<file path="config.mk">
export PLATFORM = sky130hd
export DESIGN_NAME = tcw_ctrl
export DESIGN_NICKNAME = d
export VERILOG_FILES = /design/src/rtl/text_console_writer_top_defines.svh /design/src/rtl/tcw_pkg.sv /design/src/rtl/tcw_ctrl.sv
export SDC_FILE = /design/constraint.sdc
export NUM_CORES = 1
export LEC_CHECK = 0
export BUFFER_PORTS_ARGS = -buffer_cell sky130_fd_sc_hd__buf_2
export CELL_PAD_IN_SITES_DETAIL_PLACEMENT = 0
export CELL_PAD_IN_SITES_GLOBAL_PLACEMENT = 1
export CORE_MARGIN = 2
export CORE_UTILIZATION = 40
export DETAILED_ROUTE_END_ITERATION = 12
export GPL_TIMING_DRIVEN = 0
export HOLD_SLACK_MARGIN = 0.15
export MAX_ROUTING_LAYER = met4
export PLACE_DENSITY_LB_ADDON = 0.25
export SLEW_MARGIN = 20
export SYNTH_ARGS = -nofsm -noshare
export SYNTH_HDL_FRONTEND = slang
export SYNTH_SLANG_ARGS = --single-unit
</file>
<file path="constraint.sdc">
create_clock -name clk -period 5.1 [get_ports clk]
set_input_delay 1.02 -clock clk [delete_from_list [all_inputs] [get_ports clk]]
set_output_delay 1.02 -clock clk [all_outputs]
set_load 0.02 [all_outputs]
</file>
<file path="src/rtl/text_console_writer_top_defines.svh">
// ----------------------------------------------------------------------------
// Text console writer assertion macros
// Concurrent checks on the clk domain, held off while rst_n is low.
// ----------------------------------------------------------------------------
`ifndef TEXT_CONSOLE_WRITER_TOP_DEFINES_SVH
`define TEXT_CONSOLE_WRITER_TOP_DEFINES_SVH
`ifndef SYNTHESIS
`define TCW_ASSERT_NOW(label, ante, cons, msg) \
  label: assert property (@(posedge clk) disable iff (!rst_n) (ante) |-> (cons)) \
    else $error(msg);
`define TCW_ASSERT_NEXT(label, ante, cons, msg) \
  label: assert property (@(posedge clk) disable iff (!rst_n) (ante) |=> (cons)) \
    else $error(msg);
`else
`define TCW_ASSERT_NOW(label, ante, cons, msg)
`define TCW_ASSERT_NEXT(label, ante, cons, msg)
`endif
`endif

</file>
<file path="src/rtl/tcw_pkg.sv">
// ----------------------------------------------------------------------------
// Text console writer package
// Field widths, codes and the command and status bundles between the
// controller and the datapath.
// ----------------------------------------------------------------------------
`timescale 1ns / 1ps
package tcw_pkg;

  localparam int COL_W       = 7;
  localparam int ROW_W       = 5;
  localparam int LIN_W       = 11;
  localparam int LIN_FULL_W  = COL_W + ROW_W;
  localparam int CHAR_W      = 8;
  localparam int COLOR_W     = 8;
  localparam int CELL_W      = CHAR_W + COLOR_W;
  localparam int TW_W        = 5;
  localparam int IN_TDATA_W  = 32;
  localparam int OUT_TDATA_W = 40;
  localparam int CFG_ADDR_W  = 1;
  localparam int CFG_DATA_W  = 8;

  localparam logic [CFG_ADDR_W-1:0] CFG_BLANK_COLOR = 1'b0;
  localparam logic [CFG_ADDR_W-1:0] CFG_TAB_WIDTH   = 1'b1;

  localparam logic [CHAR_W-1:0]  CHAR_TAB   = 8'h09;
  localparam logic [CHAR_W-1:0]  CHAR_NL    = 8'h0A;
  localparam logic [CHAR_W-1:0]  CHAR_CR    = 8'h0D;
  localparam logic [CHAR_W-1:0]  CHAR_SPACE = 8'h20;
  localparam logic [CHAR_W-1:0]  CHAR_BLANK = 8'h00;
  localparam logic [COLOR_W-1:0] RESET_COLOR     = 8'h07;
  localparam logic [TW_W-1:0]    RESET_TAB_WIDTH = 5'd4;

  typedef enum logic [1:0] {
    CMD_PUT   = 2'd0,
    CMD_WRITE = 2'd1,
    CMD_READ  = 2'd2,
    CMD_CLEAR = 2'd3
  } cmd_t;

  typedef enum logic [1:0] {
    RD_ACCEPT = 2'd0,
    RD_CURSOR = 2'd1,
    RD_SCROLL = 2'd2
  } rd_sel_t;

  typedef enum logic [1:0] {
    WR_NONE = 2'd0,
    WR_CHAR = 2'd1,
    WR_CELL = 2'd2,
    WR_FILL = 2'd3
  } wr_sel_t;

  typedef enum logic [2:0] {
    CUR_HOLD = 3'd0,
    CUR_ADV  = 3'd1,
    CUR_NL   = 3'd2,
    CUR_CR   = 3'd3,
    CUR_HOME = 3'd4
  } cur_op_t;

  typedef enum logic [1:0] {
    SC_HOLD = 2'd0,
    SC_ZERO = 2'd1,
    SC_INC  = 2'd2
  } sc_op_t;

  typedef struct packed {
    logic    in_load;
    logic    rd_en;
    rd_sel_t rd_sel;
    wr_sel_t wr_sel;
    logic    use_space;
    logic    fill_boot;
    cur_op_t cur_op;
    sc_op_t  sc_op;
    logic    div_start;
    logic    div_step;
    logic    n_load;
    logic    n_dec;
    logic    res_load;
    logic    out_load;
  } tcw_cmd_t;

  typedef struct packed {
    cmd_t cmd;
    logic is_nl;
    logic is_cr;
    logic is_tab;
    logic adv_scroll;
    logic nl_scroll;
    logic sc_copy_last;
    logic sc_last;
    logic div_done;
    logic n_last;
    logic n_zero;
    logic out_free;
  } tcw_stat_t;

endpackage

</file>
<file path="src/rtl/tcw_ctrl.sv">
// ----------------------------------------------------------------------------
// Text console writer controller
// Sequences each request: cell access, tab expansion, scroll and clear sweeps,
// and the power-up clearing pass of the screen store.
// ----------------------------------------------------------------------------
`timescale 1ns / 1ps
module tcw_ctrl import tcw_pkg::*; (
  input  logic      clk,
  input  logic      rst_n,
  input  logic      in_tvalid,
  output logic      in_tready,
  input  tcw_stat_t stat,
  output tcw_cmd_t  cmd
);

  typedef enum logic [10:0] {
    S_BOOT      = 11'b00000000001,
    S_IDLE      = 11'b00000000010,
    S_EXEC      = 11'b00000000100,
    S_DIV       = 11'b00000001000,
    S_TAB_RD    = 11'b00000010000,
    S_TAB_WR    = 11'b00000100000,
    S_SCR_COPY  = 11'b00001000000,
    S_SCR_DRAIN = 11'b00010000000,
    S_SCR_BLANK = 11'b00100000000,
    S_CLEAR     = 11'b01000000000,
    S_HOLD      = 11'b10000000000
  } state_t;

  state_t state_r;
  state_t state_nxt;
  logic   go_fin;
  logic   go_scroll;

  always_comb begin
    state_nxt     = state_r;
    cmd.in_load   = 1'b0;
    cmd.rd_en     = 1'b0;
    cmd.rd_sel    = RD_CURSOR;
    cmd.wr_sel    = WR_NONE;
    cmd.use_space = 1'b0;
    cmd.fill_boot = 1'b0;
    cmd.cur_op    = CUR_HOLD;
    cmd.sc_op     = SC_HOLD;
    cmd.div_start = 1'b0;
    cmd.div_step  = 1'b0;
    cmd.n_load    = 1'b0;
    cmd.n_dec     = 1'b0;
    cmd.res_load  = 1'b0;
    cmd.out_load  = 1'b0;
    go_fin        = 1'b0;
    go_scroll     = 1'b0;
    case (state_r)
      S_BOOT: begin
        cmd.wr_sel    = WR_FILL;
        cmd.fill_boot = 1'b1;
        cmd.sc_op     = SC_INC;
        if (stat.sc_last) begin
          state_nxt = S_IDLE;
        end
      end
      S_IDLE: begin
        if (in_tvalid) begin
          cmd.in_load = 1'b1;
          cmd.rd_en   = 1'b1;
          cmd.rd_sel  = RD_ACCEPT;
          state_nxt   = S_EXEC;
        end
      end
      S_EXEC: begin
        cmd.res_load = 1'b1;
        case (stat.cmd)
          CMD_PUT: begin
            if (stat.is_nl) begin
              cmd.cur_op = CUR_NL;
              go_scroll  = stat.nl_scroll;
              go_fin     = !stat.nl_scroll;
            end else if (stat.is_cr) begin
              cmd.cur_op = CUR_CR;
              go_fin     = 1'b1;
            end else if (stat.is_tab) begin
              cmd.div_start = 1'b1;
              state_nxt     = S_DIV;
            end else begin
              cmd.wr_sel = WR_CHAR;
              cmd.cur_op = CUR_ADV;
              go_scroll  = stat.adv_scroll;
              go_fin     = !stat.adv_scroll;
            end
          end
          CMD_WRITE: begin
            cmd.wr_sel = WR_CELL;
            go_fin     = 1'b1;
          end
          CMD_READ: begin
            go_fin = 1'b1;
          end
          CMD_CLEAR: begin
            cmd.sc_op  = SC_ZERO;
            cmd.cur_op = CUR_HOME;
            state_nxt  = S_CLEAR;
          end
          default: begin
            go_fin = 1'b1;
          end
        endcase
      end
      S_DIV: begin
        cmd.div_step = 1'b1;
        if (stat.div_done) begin
          cmd.n_load = 1'b1;
          state_nxt  = S_TAB_RD;
        end
      end
      S_TAB_RD: begin
        cmd.rd_en  = 1'b1;
        cmd.rd_sel = RD_CURSOR;
        state_nxt  = S_TAB_WR;
      end
      S_TAB_WR: begin
        cmd.wr_sel    = WR_CHAR;
        cmd.use_space = 1'b1;
        cmd.cur_op    = CUR_ADV;
        cmd.n_dec     = 1'b1;
        if (stat.adv_scroll) begin
          go_scroll = 1'b1;
        end else if (stat.n_last) begin
          go_fin = 1'b1;
        end else begin
          state_nxt = S_TAB_RD;
        end
      end
      S_SCR_COPY: begin
        cmd.rd_en  = 1'b1;
        cmd.rd_sel = RD_SCROLL;
        cmd.sc_op  = SC_INC;
        if (stat.sc_copy_last) begin
          state_nxt = S_SCR_DRAIN;
        end
      end
      S_SCR_DRAIN: begin
        state_nxt = S_SCR_BLANK;
      end
      S_SCR_BLANK: begin
        cmd.wr_sel = WR_FILL;
        cmd.sc_op  = SC_INC;
        if (stat.sc_last) begin
          if (stat.n_zero) begin
            go_fin = 1'b1;
          end else begin
            state_nxt = S_TAB_RD;
          end
        end
      end
      S_CLEAR: begin
        cmd.wr_sel = WR_FILL;
        cmd.sc_op  = SC_INC;
        go_fin     = stat.sc_last;
      end
      S_HOLD: begin
        go_fin = 1'b1;
      end
      default: begin
        state_nxt = S_IDLE;
      end
    endcase
    if (go_scroll) begin
      cmd.sc_op = SC_ZERO;
      state_nxt = S_SCR_COPY;
    end
    if (go_fin) begin
      if (stat.out_free) begin
        cmd.out_load = 1'b1;
        state_nxt    = S_IDLE;
      end else begin
        state_nxt = S_HOLD;
      end
    end
  end

  always_ff @(posedge clk) begin
    if (!rst_n) begin
      state_r <= S_BOOT;
    end else begin
      state_r <= state_nxt;
    end
  end

  assign in_tready = (state_r == S_IDLE);

endmodule

</file>
After elaboration in Yosys (flattened, before gate mapping):

Index checks and enable logic that the tools add are counted.

* register bits after elaboration: 11
* word-level logic and storage cells: 95

* eq/ne operators: 27
* reductions and logical operators: 8
* mux-type cells: 59

Operator list (count)
* 2-to-1 mux 11 bit: 14
* case mux 11 bit (10 select lines): 1
* 2-to-1 mux 1 bit: 29
* inequality test 4 bit (second input constant): 7
* case mux 11 bit (2 select lines): 1
* inequality test 5 bit (second input constant): 3
* AND reduction 13 bit: 1
* case mux 3 bit (2 select lines): 2
* equality test 11 x 1 -> 1 bit (second input constant): 1
* equality test 11 x 10 -> 1 bit (second input constant): 1
* equality test 11 bit (second input constant): 1
* equality test 11 x 2 -> 1 bit (second input constant): 1
* equality test 11 x 3 -> 1 bit (second input constant): 1
* equality test 11 x 4 -> 1 bit (second input constant): 1
* equality test 11 x 5 -> 1 bit (second input constant): 1
* equality test 11 x 6 -> 1 bit (second input constant): 1
* equality test 11 x 7 -> 1 bit (second input constant): 1
* equality test 11 x 8 -> 1 bit (second input constant): 1
* equality test 11 x 9 -> 1 bit (second input constant): 1
* case mux 3 bit (3 select lines): 1
* 2-to-1 mux 2 bit: 4
* case mux 2 bit (2 select lines): 2
* case mux 2 bit (3 select lines): 1
* inequality test 5 x 3 -> 1 bit (second input constant): 1
* 12 further kinds: 16

Longest topological paths before layout:

* depth after elaboration: 8
* mapped depth: 8
* depth with buffers taken out: 8

Worst setup path after synthesis:

OpenSTA, ideal clock, no wires.

* path type: in2out
* from: input stat[11] (netlist name)
* to: output cmd[0] (netlist name)
* data required time: 4.080 ns
* buffers on the path: 0
* stages: 6
* arrival time: 2.513 ns
* setup slack: 1.567 ns
* cells stage by stage: inv_1 ha_1 nor2b_1 a41o_1 a2111oi_2 and2b_1

RTL lines
* from (decl): RTL line tcw_ctrl.sv:12 `input tcw_stat_t stat,`
* to (decl): RTL line tcw_ctrl.sv:13 `output tcw_cmd_t cmd`

==> run summary <==
The run finished, with violations left. The checks that failed: DRC. In the layout the commonest cells are 37 x sky130_fd_sc_hd__buf_2, 15 x sky130_fd_sc_hd__nor2_1, 11 x sky130_fd_sc_hd__inv_1, 11 x sky130_fd_sc_hd__dfxtp_1, 10 x sky130_fd_sc_hd__nand2_1. Along the worst path, the maximum fanout reaches 6.

At the end of routability-driven placement, the weighted congestion stood at 0.890. The post-route antenna net violation count is 0. Setup repair after global routing left no endpoint under its margin. The wire-length estimate of the detail-placed layout is 2.64 mm.

When the netlist entered floorplanning its net count stood at 168. The tools report the number of iterations in the first detailed-routing pass as 8. After detailed routing, the average wire length per cell comes to 15.1 um. TritonCTS built the clock tree. The number of flip-flops under the largest register name came out at 11. The number of diodes is 0, and the signed area change from the synthesized netlist to the final layout is 20.0%. The die covers 0.00346 mm2. After clock tree synthesis, the clock-pin slew on the worst setup and hold paths is 70 ps. The cell that appears most often on the critical path is sky130_fd_sc_hd__buf_2. The region available for standard cell placement spans 0.00281 mm2. Broken down by cell family, the worst path's largest delay share belongs to compound AO/OA/AOI/OAI gates. The largest registers in the layout are state_r x11. Overall global routing resource usage: 20.7%. The tools report the number of global-route vias before repair as 1122. The slew of the pin with the lowest slew margin is 577 ps, and the number of vias per cell is 5.77.

In this run, post-CTS repair resized a total of 0 instances. The worst hold path begins at state_r[8]. The critical path is of the input pin to primary output type.

The tools report the share of synthesized area occupied by flip-flops and latches as 18.3%. The tools report the post-route standard cell area excluding fillers as 0.00144 mm2. STA classifies the critical path endpoint as a primary output.

In this run the post-CTS setup repair buffer count came out at 0. The mean post-synth cell area was 8.13 um2; the final-stage net count was 208. The worst setup path is launched from an input pin. For this run, the number of Yosys warnings is 0. The final instance count without filler cells is 218.

The worst path in the final design needs a cycle of 3880 ps, including I/O delays and setup. Data on the critical path is required at its endpoint by 4080 ps. Summing every instance area after synthesis gives 0.00120 mm2. Among all flip-flop cells after synthesis, the most frequent one is sky130_fd_sc_hd__dfxtp_1.

Port buffering added 35 buffers. The vertical extent of the die came out at 58.9 um. The total of flip-flops plus latches after synthesis is 11, and the fraction of registers with async set or reset after synthesis is 0%. The number of buffer and inverter stages on the critical path was 3; the clock insertion delay at the later pin of the skew report was 290 ps. Counting along the longest clock path gives a buffer depth of 2.

Timing would allow up to 0.258 GHz. The wire length after detailed routing was 3.28 mm. The pin count of the biggest net entering global routing was 11. The cell with the biggest individual delay on the critical path was sky130_fd_sc_hd__a2111oi_2.

In this run, distinct cell masters in the synthesized netlist total 57. The cell total after placement was 214. The x dimension of the die is 58.9 um. For this run the aggregate overflow at the end of global routing stands at 0. For this design the static power due to leakage is 0.708 nW. Walking the worst path, the cells encountered are buf_2, inv_1, ha_1, nor2b_1, a41o_1, a2111oi_2, and2b_1, buf_2. The run gives 1 as the deepest level of the CTS H-tree. For the worst clock skew on the final layout, the log shows 12.9 ps. For this design, the sink count on the clock tree is 11. The tools report the beginning of the worst register-to-register path as state_r[4]. The logs give 0 for the number of pins exceeding their max-slew limit in the final report and 0 for the hold buffer count at CTS.

The total power density per cell area was 166 mW/mm2; the final routed DRC violation total was 4. The count of flip-flops with a built-in enable after synthesis was 0; the detailed router's first-iteration violation count was 56. The total CTS buffers is 3, and the arrival time reported for the critical path endpoint is 2860 ps. The cell at the root of the clock tree was sky130_fd_sc_hd__clkbuf_4. Summing over every cut layer, the via total after detailed routing is 1258.

The worst stage delay on the critical path was 610 ps. For the final routed database, the setup TNS stands at 0 ps. In this run the cell area measured after placement is 0.00142 mm2. In the synthesized netlist, the number of instances is 148.

Class of the tightest hold or removal check: flip-flop to flip-flop. The library cell used most frequently in the layout, excluding fill and tap cells, is sky130_fd_sc_hd__buf_2. The first global-routing pass estimated 5.27 mm of wire. For the final hold violation count, the log shows 0.

The critical path launch point was stat[11]. The logs give 36 for the count of pins on the block boundary and 0 for the setup violation total in the final timing report. The starting density of the core was 42.9%. Max-cap violations in this run came to 0. The number of antenna violations at the first check in global routing is 0, and the final worst-path cycle share is 76.1%.

The relative slew slack was 61.5%; the share of layout cells above drive strength 1 was 31.6%. The register containing the most flip-flops in the final layout was state_r. The initialized floorplan defines 19 standard-cell rows. The worst vdd rail ir drop was 0.122 mV.
==> Yosys cell counts (2+ instances only) <==
| master | count | share of area, % |
|---|---|---|
| sky130_fd_sc_hd__and2_1 | 2 | 1.0 |
| sky130_fd_sc_hd__nand3_1 | 3 | 1.2 |
| sky130_fd_sc_hd__or4_1 | 2 | 1.2 |
| sky130_fd_sc_hd__nand3b_1 | 3 | 1.9 |
| sky130_fd_sc_hd__a21oi_1 | 6 | 2.5 |
| sky130_fd_sc_hd__nor3_1 | 6 | 2.5 |
| sky130_fd_sc_hd__dfxtp_1 | 11 | 18 |
| sky130_fd_sc_hd__nor2_1 | 15 | 4.7 |
| sky130_fd_sc_hd__inv_1 | 11 | 3.4 |
| sky130_fd_sc_hd__nor3b_1 | 2 | 1.2 |
| sky130_fd_sc_hd__nand4_1 | 5 | 2.6 |
| sky130_fd_sc_hd__a21boi_0 | 2 | 1.2 |
| sky130_fd_sc_hd__nand2b_1 | 2 | 1.0 |
| sky130_fd_sc_hd__buf_2 | 2 | 0.83 |
| sky130_fd_sc_hd__o21ai_0 | 6 | 2.5 |
| sky130_fd_sc_hd__nand2_1 | 10 | 3.1 |
| sky130_fd_sc_hd__and3_1 | 2 | 1.0 |
| sky130_fd_sc_hd__nor4_4 | 2 | 3.5 |
| sky130_fd_sc_hd__nor4b_1 | 4 | 2.9 |
| sky130_fd_sc_hd__ha_1 | 4 | 4.2 |
| sky130_fd_sc_hd__nor4b_4 | 2 | 4.0 |
| sky130_fd_sc_hd__or3_1 | 5 | 2.6 |
| sky130_fd_sc_hd__nor2b_1 | 7 | 3.6 |
==> logic make-up (layout without fill, tap and decap cells) <==
group | Yosys count | in the layout | synth area share, %
AOI/OAI and AO/OA | 26 | 26 | 16.9
xor gates and xnor gates | 2 | 2 | 1.46
adders and majority gates | 4 | 4 | 4.16
buffers and inverters | 17 | 56 | 7.80
DFF | 11 | 11 | 18.3
muxes | 1 | 1 | 0.832
and+or+nand+nor | 87 | 87 | 50.5
==> cell type report <==
cell class                 instances  area, um2
fill                             292       1360
multi-input combinational        120        890
sequential                        11        220
timing repair buffer              35        175
buffer                             6       52.6
inverter                          11       41.3
tap                               31       38.8
clock buffer                       4       26.3
==> stage by stage <==
step	hold slack [ps]	worst slack (ps)	util, %	power, W
finish	592	1220	51.5	0.000239
global route	628	1090	51.5	0.000253
detailed placement	583	1210	50.5	0.000174
global placement	563	1200	50.5	0.000173
CTS	590	1210	51.5	0.000240
floorplan	530	1570	-	0.000147
==> per-layer routing <==
metal  vias up  GRT usage (%)  share of wire [%]
met2        52           30.5                 44
met1       576           29.3                 46
li1        627              -                  -
met4         0           5.19               0.49
met3         3           3.52                9.6
met5         -              -                  0
==> worst register-to-register path: stages (launching register included) <==
cell,delay [ps]
sky130_fd_sc_hd__dfxtp_1,380
sky130_fd_sc_hd__nor4_4,470
sky130_fd_sc_hd__nand3b_1,290
sky130_fd_sc_hd__nor3b_2,280
sky130_fd_sc_hd__a211o_1,130
sky130_fd_sc_hd__or3_1,80
sky130_fd_sc_hd__clkbuf_1,300
sky130_fd_sc_hd__nor2_1,90
==> path summary, 6_finish.rpt <==
kind,end,slack (ps),depth (start not counted)
worst max-delay path,cmd[0],1220,8
worst min register to register,state_r[8],590,2
worst max register to register,state_r[9],2950,7
worst min-delay path,state_r[8],590,2
==> power breakdown <==
group	leakage, nW	internal (W)	total [W]	switching [W]
clock network	0.0150	0.0000304	0.0000672	0.0000368
registers	0.0894	0.0000882	0.0000917	0.00000351
logic	0.604	0.0000316	0.0000804	0.0000488
total	0.708	0.000150	0.000239	0.0000891
Note: power is estimated with default switching activity, not from simulation.
